## src/lmc_pkg.sv

```systemverilog
// ----------------------------------------------------------------------------
// lmc_pkg
// Types, codes and constants shared by the log message chunker modules.
// ----------------------------------------------------------------------------
`default_nettype none

package lmc_pkg;

	// fixed sizes
	localparam int unsigned HEADER_BYTES = 12;
	localparam int unsigned MAX_CHUNKS   = 128;
	localparam int unsigned LEN_W        = 20;
	localparam int unsigned CSZ_W        = 16;
	localparam int unsigned IDENT_W      = 64;
	localparam int unsigned CFG_IDX_W    = 1;
	localparam int unsigned CFG_DATA_W   = 16;
	localparam int unsigned STEP_W       = $clog2(LEN_W);

	// configuration register indexes
	localparam logic [CFG_IDX_W-1:0] CFG_CHUNK_SIZE = 1'd0;
	localparam logic [CFG_IDX_W-1:0] CFG_MAGIC_WORD = 1'd1;

	localparam logic [15:0] MAGIC_RESET = 16'h1e0f;

	// input opcodes
	localparam logic OP_START = 1'b0;
	localparam logic OP_BYTE  = 1'b1;

	// result kinds
	localparam logic [1:0] KIND_STATUS = 2'd0;
	localparam logic [1:0] KIND_HEADER = 2'd1;
	localparam logic [1:0] KIND_BYTE   = 2'd2;

	// start status codes
	localparam logic [1:0] STAT_SINGLE   = 2'd0;
	localparam logic [1:0] STAT_CHUNKED  = 2'd1;
	localparam logic [1:0] STAT_REJECTED = 2'd2;

	// message modes
	localparam logic [1:0] MODE_IDLE    = 2'd0;
	localparam logic [1:0] MODE_SINGLE  = 2'd1;
	localparam logic [1:0] MODE_CHUNKED = 2'd2;
	localparam logic [1:0] MODE_DROP    = 2'd3;

	typedef struct packed {
		logic              opcode;
		logic [LEN_W-1:0]  message_length;
		logic [IDENT_W-1:0] message_ident;
		logic [7:0]        payload_byte;
	} lmc_in_t;

	typedef struct packed {
		logic [1:0]         kind;
		logic [1:0]         status;
		logic [20:0]        total_out_bytes;
		logic [15:0]        hdr_magic;
		logic [IDENT_W-1:0] hdr_ident;
		logic [6:0]         seq_number;
		logic [7:0]         seq_count;
		logic [7:0]         out_byte;
		logic               chunk_end;
		logic               last;
	} lmc_out_t;

	// controller to datapath
	typedef struct packed {
		logic accept;
		logic div_step;
		logic fin_load;
		logic pend_load;
	} lmc_cmd_t;

	// datapath to controller
	typedef struct packed {
		logic out_free;
		logic start_div;
		logic byte_hdr;
	} lmc_sts_t;

endpackage

`default_nettype wire

```

## src/lmc_ctrl.sv

```systemverilog
// ----------------------------------------------------------------------------
// lmc_ctrl
// Sequencer: input handshake, division step count, result ordering.
// ----------------------------------------------------------------------------
`default_nettype none

module lmc_ctrl
	import lmc_pkg::*;
(
	input  wire logic     clk,
	input  wire logic     arst_n,
	input  wire logic     item_valid,
	output logic          item_stall,
	input  wire lmc_sts_t sts,
	output lmc_cmd_t      cmd
);

	localparam logic [1:0] ST_READY = 2'd0;
	localparam logic [1:0] ST_DIV   = 2'd1;
	localparam logic [1:0] ST_FIN   = 2'd2;
	localparam logic [1:0] ST_BYTE  = 2'd3;

	logic [1:0]        state_q;
	logic [1:0]        state_d;
	logic [STEP_W-1:0] step_q;
	logic              take;

	// input transfer only in the ready state and when the output register can take a result
	assign item_stall = (state_q != ST_READY) || !sts.out_free;
	assign take       = item_valid && !item_stall;

	// next state and commands
	always_comb begin
		state_d       = state_q;
		cmd           = '0;
		cmd.accept    = take;
		case (state_q)
			ST_READY: begin
				if (take && sts.start_div)
					state_d = ST_DIV;
				else if (take && sts.byte_hdr)
					state_d = ST_BYTE;
			end
			ST_DIV: begin
				cmd.div_step = 1'b1;
				if (step_q == STEP_W'(LEN_W - 1))
					state_d = ST_FIN;
			end
			ST_FIN: begin
				if (sts.out_free) begin
					cmd.fin_load = 1'b1;
					state_d      = ST_READY;
				end
			end
			ST_BYTE: begin
				if (sts.out_free) begin
					cmd.pend_load = 1'b1;
					state_d       = ST_READY;
				end
			end
			default: state_d = ST_READY;
		endcase
	end

	// state and division step counter
	always_ff @(posedge clk or negedge arst_n) begin
		if (!arst_n) begin
			state_q <= ST_READY;
			step_q  <= '0;
		end else begin
			state_q <= state_d;
			if (state_q == ST_DIV)
				step_q <= step_q + STEP_W'(1);
			else
				step_q <= '0;
		end
	end

endmodule

`default_nettype wire

```

## src/lmc_dp.sv

```systemverilog
// ----------------------------------------------------------------------------
// lmc_dp
// Datapath: configuration, message state, chunk count divider, result
// register and pending payload byte.
// ----------------------------------------------------------------------------
`default_nettype none

module lmc_dp
	import lmc_pkg::*;
(
	input  wire logic                  clk,
	input  wire logic                  arst_n,
	input  wire logic                  cfg_we,
	input  wire logic [CFG_IDX_W-1:0]  cfg_index,
	input  wire logic [CFG_DATA_W-1:0] cfg_data,
	input  wire lmc_in_t               item,
	input  wire logic                  result_stall,
	output logic                       result_valid,
	output lmc_out_t                   result,
	input  wire lmc_cmd_t              cmd,
	output lmc_sts_t                   sts
);

	// configuration
	logic [CSZ_W-1:0] chunk_size_q;
	logic [15:0]      magic_word_q;

	// message state
	logic [1:0]         mode_q;
	logic [7:0]         chunk_total_q;
	logic [7:0]         chunk_index_q;
	logic [CSZ_W-1:0]   pay_q;
	logic [CSZ_W-1:0]   left_q;
	logic [LEN_W-1:0]   rem_q;
	logic [IDENT_W-1:0] ident_q;

	// divider: dividend shifts out, quotient shifts in
	logic [LEN_W-1:0] dvd_q;
	logic [CSZ_W-1:0] prem_q;

	// result register and pending byte
	logic     out_valid_q;
	lmc_out_t out_q;
	lmc_out_t pend_q;

	logic             is_start;
	logic             fits;
	logic             small_cs;
	logic             live;
	logic             hdr;
	logic [CSZ_W-1:0] left_eff;
	logic [CSZ_W-1:0] left_dec;
	logic [LEN_W-1:0] rem_dec;
	logic             end_flag;
	logic             load_item;
	logic             load_any;
	lmc_out_t         start_res;
	lmc_out_t         hdr_res;
	lmc_out_t         byte_res;
	lmc_out_t         fin_res;
	logic [CSZ_W:0]   div_try;
	logic             div_ge;
	logic             rest_nz;
	logic             over;
	logic [23:0]      prod;
	logic [20:0]      tail;

	assign is_start = (item.opcode == OP_START);
	assign fits     = (chunk_size_q == '0) ||
			  (item.message_length <= LEN_W'(chunk_size_q));
	assign small_cs = (chunk_size_q <= CSZ_W'(HEADER_BYTES));
	assign live     = (mode_q != MODE_IDLE) && (rem_q != '0);

	// payload byte bookkeeping
	assign hdr      = (mode_q == MODE_CHUNKED) && (left_q == '0);
	always_comb begin
		if (!hdr)
			left_eff = left_q;
		else if (rem_q < LEN_W'(pay_q))
			left_eff = rem_q[CSZ_W-1:0];
		else
			left_eff = pay_q;
	end
	assign left_dec = (left_eff != '0) ? left_eff - CSZ_W'(1) : '0;
	assign rem_dec  = rem_q - LEN_W'(1);
	assign end_flag = (mode_q == MODE_CHUNKED) ? (left_dec == '0) : (rem_dec == '0);

	// status to controller
	assign sts.out_free  = !out_valid_q || !result_stall;
	assign sts.start_div = is_start && !fits && !small_cs;
	assign sts.byte_hdr  = !is_start && live && hdr;

	// candidate results
	always_comb begin
		start_res      = '0;
		start_res.kind = KIND_STATUS;
		start_res.last = 1'b1;
		if (fits) begin
			start_res.status          = STAT_SINGLE;
			start_res.total_out_bytes = 21'(item.message_length);
		end else begin
			start_res.status = STAT_REJECTED;
		end

		hdr_res            = '0;
		hdr_res.kind       = KIND_HEADER;
		hdr_res.hdr_magic  = magic_word_q;
		hdr_res.hdr_ident  = ident_q;
		hdr_res.seq_number = chunk_index_q[6:0];
		hdr_res.seq_count  = chunk_total_q;

		byte_res           = '0;
		byte_res.kind      = KIND_BYTE;
		byte_res.out_byte  = item.payload_byte;
		byte_res.chunk_end = end_flag;
		byte_res.last      = 1'b1;
	end

	// one restoring division step
	assign div_try = {prem_q, dvd_q[LEN_W-1]};
	assign div_ge  = (div_try >= {1'b0, pay_q});

	// chunk count and output size from quotient and remainder
	assign rest_nz = (prem_q != '0);
	assign over    = (dvd_q > LEN_W'(MAX_CHUNKS)) ||
			 ((dvd_q == LEN_W'(MAX_CHUNKS)) && rest_nz);
	assign prod    = dvd_q[7:0] * chunk_size_q;
	assign tail    = rest_nz ? 21'(prem_q) + 21'(HEADER_BYTES) : '0;
	always_comb begin
		fin_res      = '0;
		fin_res.kind = KIND_STATUS;
		fin_res.last = 1'b1;
		if (over) begin
			fin_res.status = STAT_REJECTED;
		end else begin
			fin_res.status          = STAT_CHUNKED;
			fin_res.total_out_bytes = prod[20:0] + tail;
		end
	end

	// configuration registers
	always_ff @(posedge clk or negedge arst_n) begin
		if (!arst_n) begin
			chunk_size_q <= '0;
			magic_word_q <= MAGIC_RESET;
		end else if (cfg_we) begin
			if (cfg_index == CFG_CHUNK_SIZE)
				chunk_size_q <= cfg_data;
			else if (cfg_index == CFG_MAGIC_WORD)
				magic_word_q <= cfg_data;
		end
	end

	// message state
	always_ff @(posedge clk or negedge arst_n) begin
		if (!arst_n) begin
			mode_q        <= MODE_IDLE;
			chunk_total_q <= '0;
			chunk_index_q <= '0;
			pay_q         <= '0;
			left_q        <= '0;
			rem_q         <= '0;
			ident_q       <= '0;
		end else if (cmd.accept && is_start) begin
			ident_q       <= item.message_ident;
			chunk_index_q <= '0;
			left_q        <= '0;
			rem_q         <= item.message_length;
			if (fits) begin
				mode_q        <= (item.message_length == '0) ? MODE_IDLE : MODE_SINGLE;
				chunk_total_q <= 8'd1;
			end else if (small_cs) begin
				mode_q        <= MODE_DROP;
				chunk_total_q <= '0;
			end else begin
				mode_q <= MODE_IDLE;
				pay_q  <= chunk_size_q - CSZ_W'(HEADER_BYTES);
			end
		end else if (cmd.accept) begin
			if (!live) begin
				mode_q <= MODE_IDLE;
			end else begin
				rem_q <= rem_dec;
				if (rem_dec == '0)
					mode_q <= MODE_IDLE;
				if (mode_q == MODE_CHUNKED) begin
					left_q <= left_dec;
					if (left_dec == '0)
						chunk_index_q <= chunk_index_q + 8'd1;
				end
			end
		end else if (cmd.fin_load) begin
			if (over) begin
				mode_q        <= MODE_DROP;
				chunk_total_q <= '0;
			end else begin
				mode_q        <= MODE_CHUNKED;
				chunk_total_q <= dvd_q[7:0] + {7'd0, rest_nz};
			end
		end
	end

	// divider registers
	always_ff @(posedge clk) begin
		if (cmd.accept && is_start) begin
			dvd_q  <= item.message_length;
			prem_q <= '0;
		end else if (cmd.div_step) begin
			prem_q <= div_ge ? CSZ_W'(div_try - {1'b0, pay_q}) : div_try[CSZ_W-1:0];
			dvd_q  <= {dvd_q[LEN_W-2:0], div_ge};
		end
	end

	// result register
	assign load_item = cmd.accept &&
			   (is_start ? (fits || small_cs) : (live && (mode_q != MODE_DROP)));
	assign load_any  = load_item || cmd.fin_load || cmd.pend_load;

	always_ff @(posedge clk or negedge arst_n) begin
		if (!arst_n)
			out_valid_q <= 1'b0;
		else if (load_any)
			out_valid_q <= 1'b1;
		else if (out_valid_q && !result_stall)
			out_valid_q <= 1'b0;
	end

	always_ff @(posedge clk) begin
		if (load_item) begin
			if (is_start)
				out_q <= start_res;
			else if (hdr)
				out_q <= hdr_res;
			else
				out_q <= byte_res;
		end else if (cmd.fin_load) begin
			out_q <= fin_res;
		end else if (cmd.pend_load) begin
			out_q <= pend_q;
		end
		if (cmd.accept && !is_start)
			pend_q <= byte_res;
	end

	assign result_valid = out_valid_q;
	assign result       = out_q;

endmodule

`default_nettype wire

```

## src/log_message_chunker_core.sv

```systemverilog
// ----------------------------------------------------------------------------
// log_message_chunker_core
// Splits log messages into headed chunks and passes payload bytes through.
//
//   channel  direction  handshake              payload
//   item     in         item_valid/item_stall  lmc_in_t
//   result   out        result_valid/result_stall lmc_out_t
//   cfg      in         cfg_we                 cfg_index, cfg_data
//
// A byte that opens a chunk gives a header and then the byte once the result
// register is free again.
// A start that needs a chunk count runs the restoring divider, which resolves
// one quotient bit per cycle over the 20-bit length; a final state then forms
// the count and output size. The input stalls until the start is through.
// The one-entry result register takes a new result while the previous one
// leaves; a stalled result holds the input side off.
// Reset clears all control state and restores the register defaults.
// ----------------------------------------------------------------------------
`default_nettype none

module log_message_chunker_core
	import lmc_pkg::*;
(
	input  wire logic                  clk,
	input  wire logic                  arst_n,
	input  wire logic                  cfg_we,
	input  wire logic [CFG_IDX_W-1:0]  cfg_index,
	input  wire logic [CFG_DATA_W-1:0] cfg_data,
	input  wire logic                  item_valid,
	output logic                       item_stall,
	input  wire lmc_in_t               item,
	output logic                       result_valid,
	input  wire logic                  result_stall,
	output lmc_out_t                   result
);

	lmc_cmd_t cmd;
	lmc_sts_t sts;

	// sequencer
	lmc_ctrl u_ctrl (
		.clk        (clk),
		.arst_n     (arst_n),
		.item_valid (item_valid),
		.item_stall (item_stall),
		.sts        (sts),
		.cmd        (cmd)
	);

	// datapath
	lmc_dp u_dp (
		.clk          (clk),
		.arst_n       (arst_n),
		.cfg_we       (cfg_we),
		.cfg_index    (cfg_index),
		.cfg_data     (cfg_data),
		.item         (item),
		.result_stall (result_stall),
		.result_valid (result_valid),
		.result       (result),
		.cmd          (cmd),
		.sts          (sts)
	);

endmodule

`default_nettype wire

```

## config.mk

```make
export PLATFORM = sky130hd
export DESIGN_NAME = log_message_chunker_core
export DESIGN_NICKNAME = d
export VERILOG_FILES = /design/src/lmc_pkg.sv /design/src/lmc_ctrl.sv /design/src/lmc_dp.sv /design/src/log_message_chunker_core.sv
export SDC_FILE = /design/constraint.sdc
export NUM_CORES = 1
export LEC_CHECK = 0
export BUFFER_PORTS_ARGS = -buffer_cell sky130_fd_sc_hd__buf_4
export CORE_MARGIN = 3
export CORE_UTILIZATION = 45
export DETAILED_ROUTE_END_ITERATION = 7
export SLEW_MARGIN = 20
export SYNTH_ARGS = -nofsm -noshare
export SYNTH_HDL_FRONTEND = slang
export SYNTH_SLANG_ARGS = --single-unit
```

## constraint.sdc

```tcl
create_clock -name clk -period 6.75 [get_ports clk]
set_input_delay 0.675 -clock clk [delete_from_list [all_inputs] [get_ports clk]]
set_output_delay 0.675 -clock clk [all_outputs]
set_load 0.05 [all_outputs]
```

# Word-level counts from Yosys, hierarchy flattened
# Index checks and enable logic that the tools add are counted.
# word_totals
latch_bits	0
ramBits	0
rom_bits	0
input_bits	115
mem_count	0
wordCells	173
ff_bits	349
# op_classes
n_shift	0
add_sub_neg	9
reduce_logical	58
n_mul	1
div_mod_pow	0
n_eq_ne	13
n_bitwise	4
muxes	57
order_cmp	5
# ops
op	n
130-bit two-way mux	5
16-bit two-way mux	8
20-bit two-way mux	6
8-bit two-way mux	11
16-bit zero test	3
21-bit two-way mux	2
20-bit zero test	2
16-bit nonzero test	2
2-bit two-way mux	13
21-bit adder	1
8-bit by 16-bit multiplier with 21-bit output	1
20-bit by 8-bit equality test with 1-bit output (second input constant)	1
20-bit by 8-bit greater-than comparator with 1-bit output (second input constant)	1
20-bit by 16-bit less-or-equal comparator with 1-bit output	1
20-bit by 16-bit less-than comparator with 1-bit output	1
20-bit nonzero test	1
20-bit by 1-bit subtractor with 20-bit output (second input constant)	1
2-bit nonzero test	9
16-bit by 4-bit adder with 17-bit output (second input constant)	1
17-bit by 16-bit >= comparator with 1-bit output	1
16-bit by 4-bit less-or-equal comparator with 1-bit output (second input constant)	1
16-bit by 1-bit subtractor with 16-bit output (second input constant)	1
16-bit subtractor	1
16-bit by 4-bit subtractor with 16-bit output (second input constant)	1
23 further kinds	72

# Depth between registers and ports, before layout
# Gate-level depths: netlist of the first run.
# depth
ltp_word	11
mapped_depth	27
ltp_nobuf	27

# Hierarchy
# Synthesis of the first run repeated with hierarchy kept, for this count alone.
# unflattened
hier_cells	2192
hier_area_um2	21358.0
# by_module_without_submodules
mod	area_per_inst_um2	n_inst	cells_each
lmc_dp	20993.9	1	2155
lmc_ctrl	364.1	1	37

# Worst setup path after synthesis of the first run
# No wires, ideal clock.
# synth_timing
kind	input port to flip-flop
startpoint	input item[77] (netlist name)
endpoint	register u_dp.out_q, in the netlist u_dp.result[0], enable pin
stages	13
t_arrival_ns	5.257
path_slack_ns	1.000
required_time_ns	6.256
setup_ns	0.494
cell_sequence	ha_1 -> a21o_1 -> a21o_1 -> a21o_1 -> a21o_1 -> a21o_1 -> a21o_1 -> a21oi_1 -> o21a_1 -> nor3_1 -> nand2_1 -> nand3_1 -> nand2_1
# synth_via
elab_chain_len	6
# synth_lines
element	line	text
start, declared	log_message_chunker_core.sv:31	input wire lmc_in_t item,
20-bit by 16-bit less-or-equal comparator with 1-bit output	lmc_dp.sv:70	(item.message_length <= LEN_W'(chunk_size_q));
1-bit logical OR	lmc_dp.sv:69	assign fits = (chunk_size_q == '0) ||
1-bit logical OR	lmc_dp.sv:216	(is_start ? (fits || small_cs) : (live && (mode_q != MODE_DROP)));
1-bit two-way mux	lmc_dp.sv:216	
1-bit logical AND	lmc_dp.sv:215	assign load_item = cmd.accept &&
3-bit nonzero test (no line)	n/a	
end signal, assigned	lmc_dp.sv:231	out_q <= start_res;
end signal, assigned	lmc_dp.sv:233	out_q <= hdr_res;
end signal, assigned	lmc_dp.sv:235	out_q <= byte_res;
end, declared	lmc_dp.sv:43	lmc_out_t out_q;
# Every way passes these cells.
# A chain may end at the register's enable or synchronous reset.

# Final worst setup path of the first run
# layout_timing
startpoint	register u_dp.prem_q[2]
endpoint	register u_dp.out_q, in the netlist u_dp.result[122], data pin
# layout_via
elab_chain_len	6
elab_cells_between_ends	9
cone_classes	add/sub: 2; mux: 4; reduce/logical: 3
# layout_lines
element	line	text
start, declared	lmc_dp.sv:39	logic [CSZ_W-1:0] prem_q;
start signal, assigned	lmc_dp.sv:209	prem_q <= div_ge ? CSZ_W'(div_try - {1'b0, pay_q}) : div_try[CSZ_W-1:0];
16-bit by 4-bit adder with 17-bit output or 16-bit nonzero test (tied branches)	lmc_dp.sv:128, lmc_dp.sv:124	
21-bit two-way mux or 1-bit logical AND (tied branches)	lmc_dp.sv:128, lmc_dp.sv:126	
21-bit adder or 1-bit logical OR (tied branches)	lmc_dp.sv:137, lmc_dp.sv:125	
21-bit two-way mux (*)	lmc_dp.sv:133	if (over) begin
130-bit two-way mux (*)	lmc_dp.sv:236	end else if (cmd.fin_load) begin
130-bit two-way mux (*)	lmc_dp.sv:229	if (load_item) begin
end signal, assigned	lmc_dp.sv:231	
end signal, assigned	lmc_dp.sv:235	
end signal, assigned	lmc_dp.sv:237	out_q <= fin_res;
# Every way passes the cells marked *; elsewhere a longest branch is shown, timed or not.

==> results of run 1 <==
## flip-flops by register name, summed over array words and instances (netlist names), 9 cells and up
signal,flops
u_dp.chunk_size_q,16
u_dp.rem_q,20
u_dp.result,130
u_dp.pend_q,9
u_dp.pay_q,16
u_dp.left_q,16
u_dp.ident_q,64
u_dp.magic_word_q,16
u_dp.dvd_q,20
u_dp.prem_q,16
## stage by stage
step                utilization  area [sq um]
floorplan                     -         21000
global placement          0.512         23400
detailed placement        0.512         23400
CTS                       0.541         24800
global route              0.542         24800
finish                    0.542         24800
## cell usage after synthesis (18+ instances only)
| cell | instances |
|---|---|
| a21oi_1 | 89 |
| a22o_1 | 36 |
| and2_1 | 142 |
| clkbuf_1 | 97 |
| dfrtp_1 | 165 |
| edfxtp_1 | 159 |
| fa_1 | 100 |
| ha_1 | 93 |
| inv_1 | 175 |
| mux2_2 | 22 |
| mux2i_1 | 27 |
| nand2_1 | 445 |
| nand3_1 | 22 |
| nand4_1 | 21 |
| nor2_1 | 113 |
| nor3_1 | 30 |
| nor4_1 | 24 |
| o21ai_0 | 115 |
| xnor2_1 | 48 |
| xor2_1 | 18 |
## cell usage in the layout (no fill, tap or decap), types with 5 or more instances in the layout
| cell type | Yosys | final |
|---|---|---|
| o21bai_1 | 8 | 8 |
| dfstp_2 | 8 | 8 |
| a21boi_0 | 6 | 6 |
| dfrtp_1 | 165 | 165 |
| clkinv_2 | 0 | 5 |
| nand3_1 | 22 | 22 |
| a31oi_1 | 5 | 5 |
| and2_1 | 142 | 142 |
| mux2_2 | 22 | 22 |
| or3_1 | 5 | 5 |
| nor3_1 | 30 | 29 |
| clkbuf_16 | 0 | 43 |
| fa_1 | 100 | 100 |
| a21o_1 | 16 | 15 |
| inv_1 | 175 | 175 |
| xor2_1 | 18 | 18 |
| nor4_1 | 24 | 24 |
| a211oi_1 | 6 | 6 |
| edfxtp_1 | 159 | 159 |
| o21ai_0 | 115 | 114 |
| a22o_1 | 36 | 36 |
| ha_1 | 93 | 93 |
| a21oi_1 | 89 | 88 |
| dfxtp_1 | 16 | 16 |
| nor2_1 | 113 | 109 |
| clkbuf_1 | 97 | 14 |
| o22ai_1 | 9 | 9 |
| nand2_1 | 445 | 444 |
| and3_1 | 13 | 13 |
| nor2b_1 | 12 | 11 |
| or2_2 | 9 | 8 |
| o21a_1 | 5 | 5 |
| or4_1 | 9 | 9 |
| nand4_1 | 21 | 21 |
| o31ai_1 | 17 | 17 |
| xnor2_1 | 48 | 48 |
| nand2b_1 | 11 | 11 |
| buf_4 | 0 | 270 |
| mux2i_1 | 27 | 27 |
## final cells by class
cell class	instances	area (sq um)
fill	4094	21000
multi-input combinational	1532	10600
sequential	348	9430
timing repair buffer	271	2040
clock buffer	61	1180
tap	600	751
inverter	175	657
clock inverter	15	156
antenna	2	5.00
## kinds of logic after synthesis
family | share of synthesized area
AOI/OAI and AO/OA | 0.101
adders and majority gates | 0.151
muxes | 0.0259
and+or+nand+nor | 0.196
DFF | 0.449
xor gates and xnor gates | 0.0275
buffers and inverters | 0.0508
## critical path: cells and delay by family, from the launching register on
kind	cells	cell delay (ns)
fa+ha+maj	7	2.25
compound gates	12	2.21
buf+inv	5	0.55
simple gates	3	0.53
flops	1	0.34
xor+xnor	1	0.09
## metal layers
layer / track usage / part of all wire / vias up
met5: 0 / 0.00023 / -
met4: 0.0817 / 0.031 / 4
met3: 0.0512 / 0.072 / 118
met2: 0.399 / 0.46 / 524
met1: 0.336 / 0.43 / 8169
li1: - / - / 7676
## timing repair
| item | 4_1_cts | 5_1_grt |
|---|---|---|
| hold endpoints to repair | 0 | 0 |
| setup endpoints to repair | 0 | 6 |
| setup buffers | 0 | 1 |
| gates resized for setup | 0 | 2 |
## final timing paths
check | cells after the start | endpoint | slack, ns
min in group clk | 1 | u_dp.pend_q[5] | 0.31
worst min register to register | 2 | u_dp.ident_q[24] | 0.46
worst min-delay path | 1 | u_dp.ident_q[31] | 0.05
max in group asynchronous | 2 | u_dp.chunk_size_q[9] | 5.29
worst max-delay path | 28 | u_dp.result[122] | 0.54
worst max register to register | 28 | u_dp.result[122] | 0.54
==> results.sh, run 1 <==
export IMPL_synth_top_cell_area_share=0.227
export IMPL_holdWs_ns=0.0477
export IMPL_crit_fanout=6
export IMPL_numCtsBuffers=41
export IMPL_insertion_delay_ns=0.57
export IMPL_htree_levels=2
export IMPL_layout_drive_gt1_share=0.162
export IMPL_cts_hold_buf=0
export IMPL_clockBufferDepth=3
export IMPL_numPortBuffers=246
export IMPL_dp_cells=2925
export IMPL_worstReg2RegStart="u_dp.prem_q[2]"
export IMPL_max_freq_mhz=161
export IMPL_critPathKind="reg2reg"
export IMPL_grt_pass1_vias=16600
export IMPL_synth_edf_count=159
export IMPL_worstHoldPathType="in2async"
export IMPL_max_slew_worst_pin_slew_ns=1.08
export IMPL_drt_vias_per_instance=5.49
export IMPL_yosysSeqAreaShare=0.449
export IMPL_cts_tree="yes"
export IMPL_drtAntennaViolNets=0
export IMPL_grt_pass1_wl_um=95900
export IMPL_avgSynthCellArea_sq_um=9.73
export IMPL_synth_distinct_cells=71
export IMPL_nNetsFinal=2677
export IMPL_hpwl_um=46100
export IMPL_wl_per_cell_um=20.5
export IMPL_die_height_um=222
export IMPL_std_cell_rows=78
export IMPL_cts_root_buf="clkbuf_16"
export IMPL_gp_congestion=0.919
export IMPL_arrival_ns=6.54
export IMPL_ys_ff_latch=348
export IMPL_drt_iter0_markers=1226
export IMPL_worst_setup_path_end_kind="register"
export IMPL_synthCells=2161
export IMPL_period_needed_ns=6.21
export IMPL_ys_async_sr_fraction=0.497
export IMPL_start_kind="register"
export IMPL_hold_viol=0
export IMPL_slew_violations=0
export IMPL_setup_viol=0
export IMPL_maxSlewHeadroom=0.278
export IMPL_initial_core_util=0.459
export IMPL_pin_count=247
export IMPL_fin_skew_ns=0.0194
export IMPL_die_width_um=222
export IMPL_rsz0062_at_grt="false"
export IMPL_critPathRequiredTime_ns=7.07
export IMPL_grt_start_max_net_pins=94
export IMPL_synth_nets=2469
export IMPL_totalWireLength_um=61600
export IMPL_place_ws_ns=0.305
export IMPL_yosys_top_cells_area="edfxtp_1 (23%), dfrtp_1 (20%), fa_1 (9.5%)"
export IMPL_max_stage_delay_ns=0.54
export IMPL_clock_sinks=348
export IMPL_core_area_sq_um=45800
export IMPL_setup_slack_ns=0.538
export IMPL_area_delta_synth_final_pct=18.0
export IMPL_fin_setup_tns_ns=0
export IMPL_drc_errors=0
export IMPL_layout_cells_non_filler=3004
export IMPL_firstDrtPassIters=5
export IMPL_ys_flop_type="dfrtp_1"
export IMPL_slowest_stage="fa_1"
export IMPL_antenna_found_initial=3
export IMPL_die_area_sq_um=49400
export IMPL_crit_start="u_dp.prem_q[2]"
export IMPL_gr_usage_all_layers=0.248
export IMPL_cap_violations=0
export IMPL_grt_overflow=0
export IMPL_status="finished clean"
export IMPL_clk_pin_slew_ns=0.06
export IMPL_num_vias=16500
export IMPL_synth_area_sq_um=21000
export IMPL_period_share=0.920
export IMPL_ys_warn_count=0
export IMPL_synth_top_cell_by_area="edfxtp_1"
Power of run 1 is left out: the tool's default activity adds up to more than one toggle a clock period on the data nets, which glitch-free logic cannot reach.
==> inputs of run 2 (changes only) <==
--- a/config.mk
+++ b/config.mk
@@ -9,6 +9,8 @@
 export CORE_MARGIN = 3
 export CORE_UTILIZATION = 45
 export DETAILED_ROUTE_END_ITERATION = 7
+export HOLD_SLACK_MARGIN = 0.15
+export PLACE_DENSITY = 0.64
 export SLEW_MARGIN = 20
 export SYNTH_ARGS = -nofsm -noshare
 export SYNTH_HDL_FRONTEND = slang
==> results.sh, run 2 (same netlist as run 1, synthesis figures left out) <==
export IMPL_status="finished clean"
export IMPL_max_slew_worst_pin_slew_ns=1.04
export IMPL_final_cell_mix="nand2_1 (444), buf_4 (267), inv_1 (175)"
export IMPL_die_width_um=222
export IMPL_cp_depth=26
export IMPL_firstDrtPassIters=5
export IMPL_grt_pass1_vias=16700
export IMPL_worst_setup_path_end_kind="register"
export IMPL_critPathRequiredTime_ns=7.05
export IMPL_clockBufferDepth=3
export IMPL_start_kind="register"
export IMPL_grt_pass1_wl_um=94500
export IMPL_critPathKind="reg2reg"
export IMPL_cts_resized=0
export IMPL_worstHoldPathType="in2async"
export IMPL_insertion_delay_ns=0.56
export IMPL_num_vias=16600
export IMPL_layout_drive_gt1_share=0.160
export IMPL_nFillCells=4064
export IMPL_slowest_stage="fa_1"
export IMPL_slew_violations=0
export IMPL_core_area_sq_um=45800
export IMPL_antenna_found_initial=1
export IMPL_antennaDiodeCount=0
export IMPL_std_cell_rows=78
export IMPL_grt_busiest_layer="met2"
export IMPL_clock_sinks=348
export IMPL_arrival_ns=6.59
export IMPL_cts_hold_buf=0
export IMPL_hold_viol=0
export IMPL_drt_iter0_markers=1443
export IMPL_r2r_cells=26
export IMPL_layout_cells_non_filler=2994
export IMPL_maxSlewHeadroom=0.307
export IMPL_met2_usage=0.384
export IMPL_crit_start="u_dp.prem_q[2]"
export IMPL_max_freq_mhz=159
export IMPL_numCtsBuffers=39
export IMPL_register_area_sq_um=9430
export IMPL_initial_core_util=0.459
export IMPL_fin_setup_tns_ns=0
export IMPL_grt_start_max_net_pins=108
export IMPL_setup_viol=0
export IMPL_period_needed_ns=6.28
export IMPL_gp_congestion=0.929
export IMPL_worstReg2RegStart="u_dp.prem_q[2]"
export IMPL_period_share=0.931
export IMPL_cts_root_buf="clkbuf_16"
export IMPL_cts_tree="yes"
export IMPL_cp_buffers_inverters=4
export IMPL_pin_count=247
export IMPL_max_stage_delay_ns=0.53
export IMPL_gr_usage_all_layers=0.241
export IMPL_grt_overflow=0
export IMPL_grt_util_met1=0.334
export IMPL_largest_register_ffs=130
export IMPL_hpwl_um=44000
export IMPL_die_height_um=222
export IMPL_rsz0062_at_grt="false"
export IMPL_drtAntennaViolNets=0
export IMPL_grt_use_met3=0.0392
export IMPL_cap_violations=0
export IMPL_die_area_sq_um=49400
export IMPL_post_cts_buffers=0
export IMPL_area_delta_synth_final_pct=17.4
export IMPL_nNetsFinal=2672
export IMPL_fin_skew_ns=0.0140
export IMPL_crit_top_cell="a21oi_1"
export IMPL_layout_commonest_cell="nand2_1"
export IMPL_totalWireLength_um=59700
export IMPL_crit_fanout=6
export IMPL_htree_levels=2
export IMPL_drt_vias_per_instance=5.54
export IMPL_drc_errors=0
export IMPL_multi_input_area_sq_um=10600
export IMPL_critPathTopFamily="adder cells"
export IMPL_dp_cells=2922
export IMPL_numPortBuffers=246
export IMPL_clk_pin_slew_ns=0.06
export IMPL_wl_per_cell_um=19.9
## run 2: cell types whose count changed in the layout (fill, tap and decap cells not counted), sizes merged
cell | previous run | this run
clkbuf | 61 | 55
diode | 2 | 0
inv | 176 | 178
buf | 271 | 267
## run 2: per-stage QoR
| stage | cell area, sq um | setup slack, ns | util | hold slack [ns] |
|---|---|---|---|---|
| floorplan | 21000 | 1.00 | - | 0.379 |
| global placement | 23400 | 0.491 | 0.511 | 0.448 |
| detailed placement | 23400 | 0.365 | 0.512 | 0.453 |
| CTS | 24700 | 0.360 | 0.539 | 0.285 |
| global route | 24700 | 0.0341 | 0.539 | 0.297 |
| finish | 24700 | 0.466 | 0.539 | 0.224 |
## run 2: cell type report
type | instances | area share
multi-input cells | 1532 | 0.428
repair buffers | 268 | 0.0818
flip-flops and latches | 348 | 0.382
clock buffers | 54 | 0.0443
well taps | 600 | 0.0304
inverters | 175 | 0.0266
clock inverters | 17 | 0.00629
## run 2: routing by layer
| layer | routed length, um | vias to the layer above |
|---|---|---|
| met1 | 25600 | 8138 |
| li1 | - | 7665 |
| met3 | 4490 | 134 |
| met5 | 13 | - |
| met2 | 27400 | 640 |
| met4 | 2280 | 2 |
## run 2: path summary, 6_finish.rpt
check | to | slack (ns)
max | u_dp.result[124] | 0.47
min | u_dp.ident_q[61] | 0.22
max reg2reg | u_dp.result[124] | 0.47
min reg2reg | u_ctrl.step_q[0] | 0.46
max in group asynchronous | u_dp.ident_q[27] | 5.03
min in group clk | u_dp.pend_q[8] | 0.31
## run 2: worst register-to-register path, cell delays in order, from the launching register on
cell and delay (ns):
dfxtp_1 0.34, inv_1 0.17, ha_1 0.19, nor4b_1 0.24, nand4_1 0.20, nand2_1 0.16
fa_1 0.44, fa_1 0.52, inv_1 0.04, ha_1 0.27, inv_1 0.05, fa_1 0.53
inv_1 0.07, fa_1 0.45, a21oi_1 0.17, o21bai_1 0.10, a21o_1 0.19, a21oi_1 0.23
o21bai_1 0.10, a21oi_1 0.23, o21bai_1 0.17, a21o_1 0.23, a21oi_1 0.31, o21ai_0 0.17
a21oi_1 0.19, xnor2_1 0.08, a22o_1 0.19
Power of run 2 is left out for the same reason.
==> inputs of run 3 (changes only) <==
--- a/config.mk
+++ b/config.mk
@@ -5,6 +5,7 @@
 export SDC_FILE = /design/constraint.sdc
 export NUM_CORES = 1
 export LEC_CHECK = 0
+export ABC_AREA = 1
 export BUFFER_PORTS_ARGS = -buffer_cell sky130_fd_sc_hd__buf_4
 export CORE_MARGIN = 3
 export CORE_UTILIZATION = 45
==> results.sh, run 3 <==
export IMPL_status="finished clean"
export IMPL_maxSlewHeadroom=0.385
export IMPL_drc_errors=0
export IMPL_grt_start_max_net_pins=104
export IMPL_fin_setup_tns_ns=0
export IMPL_register_area_sq_um=9430
export IMPL_dp_cells=3321
export IMPL_drt_vias_per_instance=5.29
export IMPL_synth_distinct_cells=56
export IMPL_cap_violations=0
export IMPL_endpoint="u_dp.result[125]"
export IMPL_synth_nets=2856
export IMPL_arrival_ns=6.33
export IMPL_insertion_delay_ns=0.57
export IMPL_ys_flop_type="dfrtp_1"
export IMPL_std_cell_rows=79
export IMPL_wl_per_cell_um=18.8
export IMPL_worstReg2RegStart="u_dp.prem_q[2]"
export IMPL_reg2reg_setup_slack_ns=0.74
export IMPL_synthTopCellsByCount="nand2_1 (555), inv_1 (470), o21ai_0 (241)"
export IMPL_r2r_cells=27
export IMPL_start_kind="register"
export IMPL_synth_edf_count=159
export IMPL_critPathKind="reg2reg"
export IMPL_hold_viol=0
export IMPL_htree_levels=2
export IMPL_cp_buffers_inverters=4
export IMPL_cts_resized=0
export IMPL_fin_skew_ns=0.0200
export IMPL_cp_depth=27
export IMPL_synth_area_sq_um=21700
export IMPL_crit_top_cell="nor2_1"
export IMPL_place_ws_ns=0.767
export IMPL_initial_core_util=0.461
export IMPL_die_height_um=225
export IMPL_pin_count=247
export IMPL_worstHoldPathType="in2async"
export IMPL_clock_sinks=348
export IMPL_r2r_end="u_dp.result[125]"
export IMPL_num_vias=18000
export IMPL_period_needed_ns=6.01
export IMPL_nFillCells=4309
export IMPL_gr_usage_all_layers=0.250
export IMPL_numPortBuffers=246
export IMPL_numCtsBuffers=40
export IMPL_area_delta_synth_final_pct=17.5
export IMPL_nNetsFinal=3064
export IMPL_ys_async_sr_fraction=0.497
export IMPL_firstDrtPassIters=7
export IMPL_cts_hold_buf=0
export IMPL_layout_cells_non_filler=3395
export IMPL_hpwl_um=48300
export IMPL_cts_root_buf="clkbuf_16"
export IMPL_setup_viol=0
export IMPL_max_stage_delay_ns=0.54
export IMPL_largest_register_ffs=130
export IMPL_synthCells=2548
export IMPL_layout_drive_gt1_share=0.142
export IMPL_slew_violations=0
export IMPL_antennaDiodeCount=0
export IMPL_ys_ff_latch=348
export IMPL_max_slew_worst_pin_slew_ns=0.922
export IMPL_ys_warn_count=0
export IMPL_final_cell_mix="nand2_1 (554), inv_1 (470), buf_4 (264)"
export IMPL_holdWs_ns=0.239
export IMPL_rsz0062_at_grt="false"
export IMPL_crit_fanout=5
export IMPL_worst_setup_path_end_kind="register"
export IMPL_gp_congestion=0.990
export IMPL_max_freq_mhz=166
export IMPL_yosysMostFrequentCell="nand2_1"
export IMPL_grt_pass1_vias=17400
export IMPL_period_share=0.890
export IMPL_drtAntennaViolNets=0
export IMPL_setup_slack_ns=0.740
export IMPL_critPathTopFamily="adder cells"
export IMPL_core_area_sq_um=47100
export IMPL_grt_pass1_wl_um=98700
export IMPL_die_area_sq_um=50800
export IMPL_die_width_um=225
export IMPL_yosys_top_cells_area="edfxtp_1 (22%), dfrtp_1 (19%), nand2_1 (9.6%)"
export IMPL_grt_overflow=0
export IMPL_clockBufferDepth=3
export IMPL_synth_top_cell_area_share=0.220
export IMPL_yosysSeqAreaShare=0.435
export IMPL_slowest_stage="fa_1"
export IMPL_critPathRequiredTime_ns=7.07
export IMPL_drt_iter0_markers=1540
export IMPL_antenna_found_initial=0
export IMPL_layout_commonest_cell="nand2_1"
export IMPL_avgSynthCellArea_sq_um=8.51
export IMPL_multi_input_area_sq_um=10100
export IMPL_post_cts_buffers=0
export IMPL_clk_pin_slew_ns=0.06
export IMPL_totalWireLength_um=63800
export IMPL_cts_tree="yes"
export IMPL_crit_start="u_dp.prem_q[2]"
export IMPL_synth_top_cell_by_area="edfxtp_1"
run 3: cell count changes after synthesis, sizes merged, moves of 28 or more:
cell   change
nand2    +125
a22o      -28
inv      +296
xnor2     -31
o21ai    +125
nand3     +90
and2     -141
nor2     +107
run 3: cell families (layout without fill, tap and decap cells):
family | Yosys count | after routing | synth area share
AO/OA/AOI/OAI | 379 | 379 | 0.0955
XOR/XNOR | 60 | 60 | 0.0242
adder cells (fa/ha/maj) | 193 | 193 | 0.146
buffers and inverters | 573 | 813 | 0.102
flip-flops | 348 | 348 | 0.435
AND/OR/NAND/NOR | 995 | 995 | 0.197
run 3: per-stage QoR:
step / util / area, sq um
2_1_floorplan: - / 21700
3_3_place_gp: 0.511 / 24100
3_5_place_dp: 0.511 / 24100
4_1_cts: 0.541 / 25500
5_1_grt: 0.541 / 25500
6_report: 0.541 / 25500
run 3: cell type report:
type / instances / share of cell area
well taps: 607 / 0.0298
repair buffers: 267 / 0.0796
inverters: 472 / 0.0696
clock buffers: 52 / 0.0435
flip-flops and latches: 348 / 0.370
clock inverters: 22 / 0.0117
multi-input cells: 1627 / 0.395
run 3: worst min path at each step:
stage,start,end,slack [ns],cells past startpoint
2_1_floorplan,arst_n,u_ctrl.state_q[0],0.38,0
3_3_place_gp,u_ctrl.step_q[0],u_ctrl.step_q[0],0.45,1
3_5_place_dp,u_ctrl.step_q[0],u_ctrl.step_q[0],0.46,1
4_1_cts,item[3],u_dp.pend_q[5],0.27,1
5_1_grt,item[5],u_dp.pend_q[7],0.28,1
6_report,arst_n,u_dp.chunk_size_q[14],0.24,1
run 3: metal layers:
| layer | GRT usage | up-vias | share of wire |
|---|---|---|---|
| met3 | 0.0408 | 104 | 0.076 |
| met4 | 0.0720 | 0 | 0.028 |
| li1 | - | 8540 | - |
| met1 | 0.353 | 8669 | 0.44 |
| met5 | 0 | - | 0 |
| met2 | 0.399 | 640 | 0.46 |
Power of run 3 is left out for the same reason.
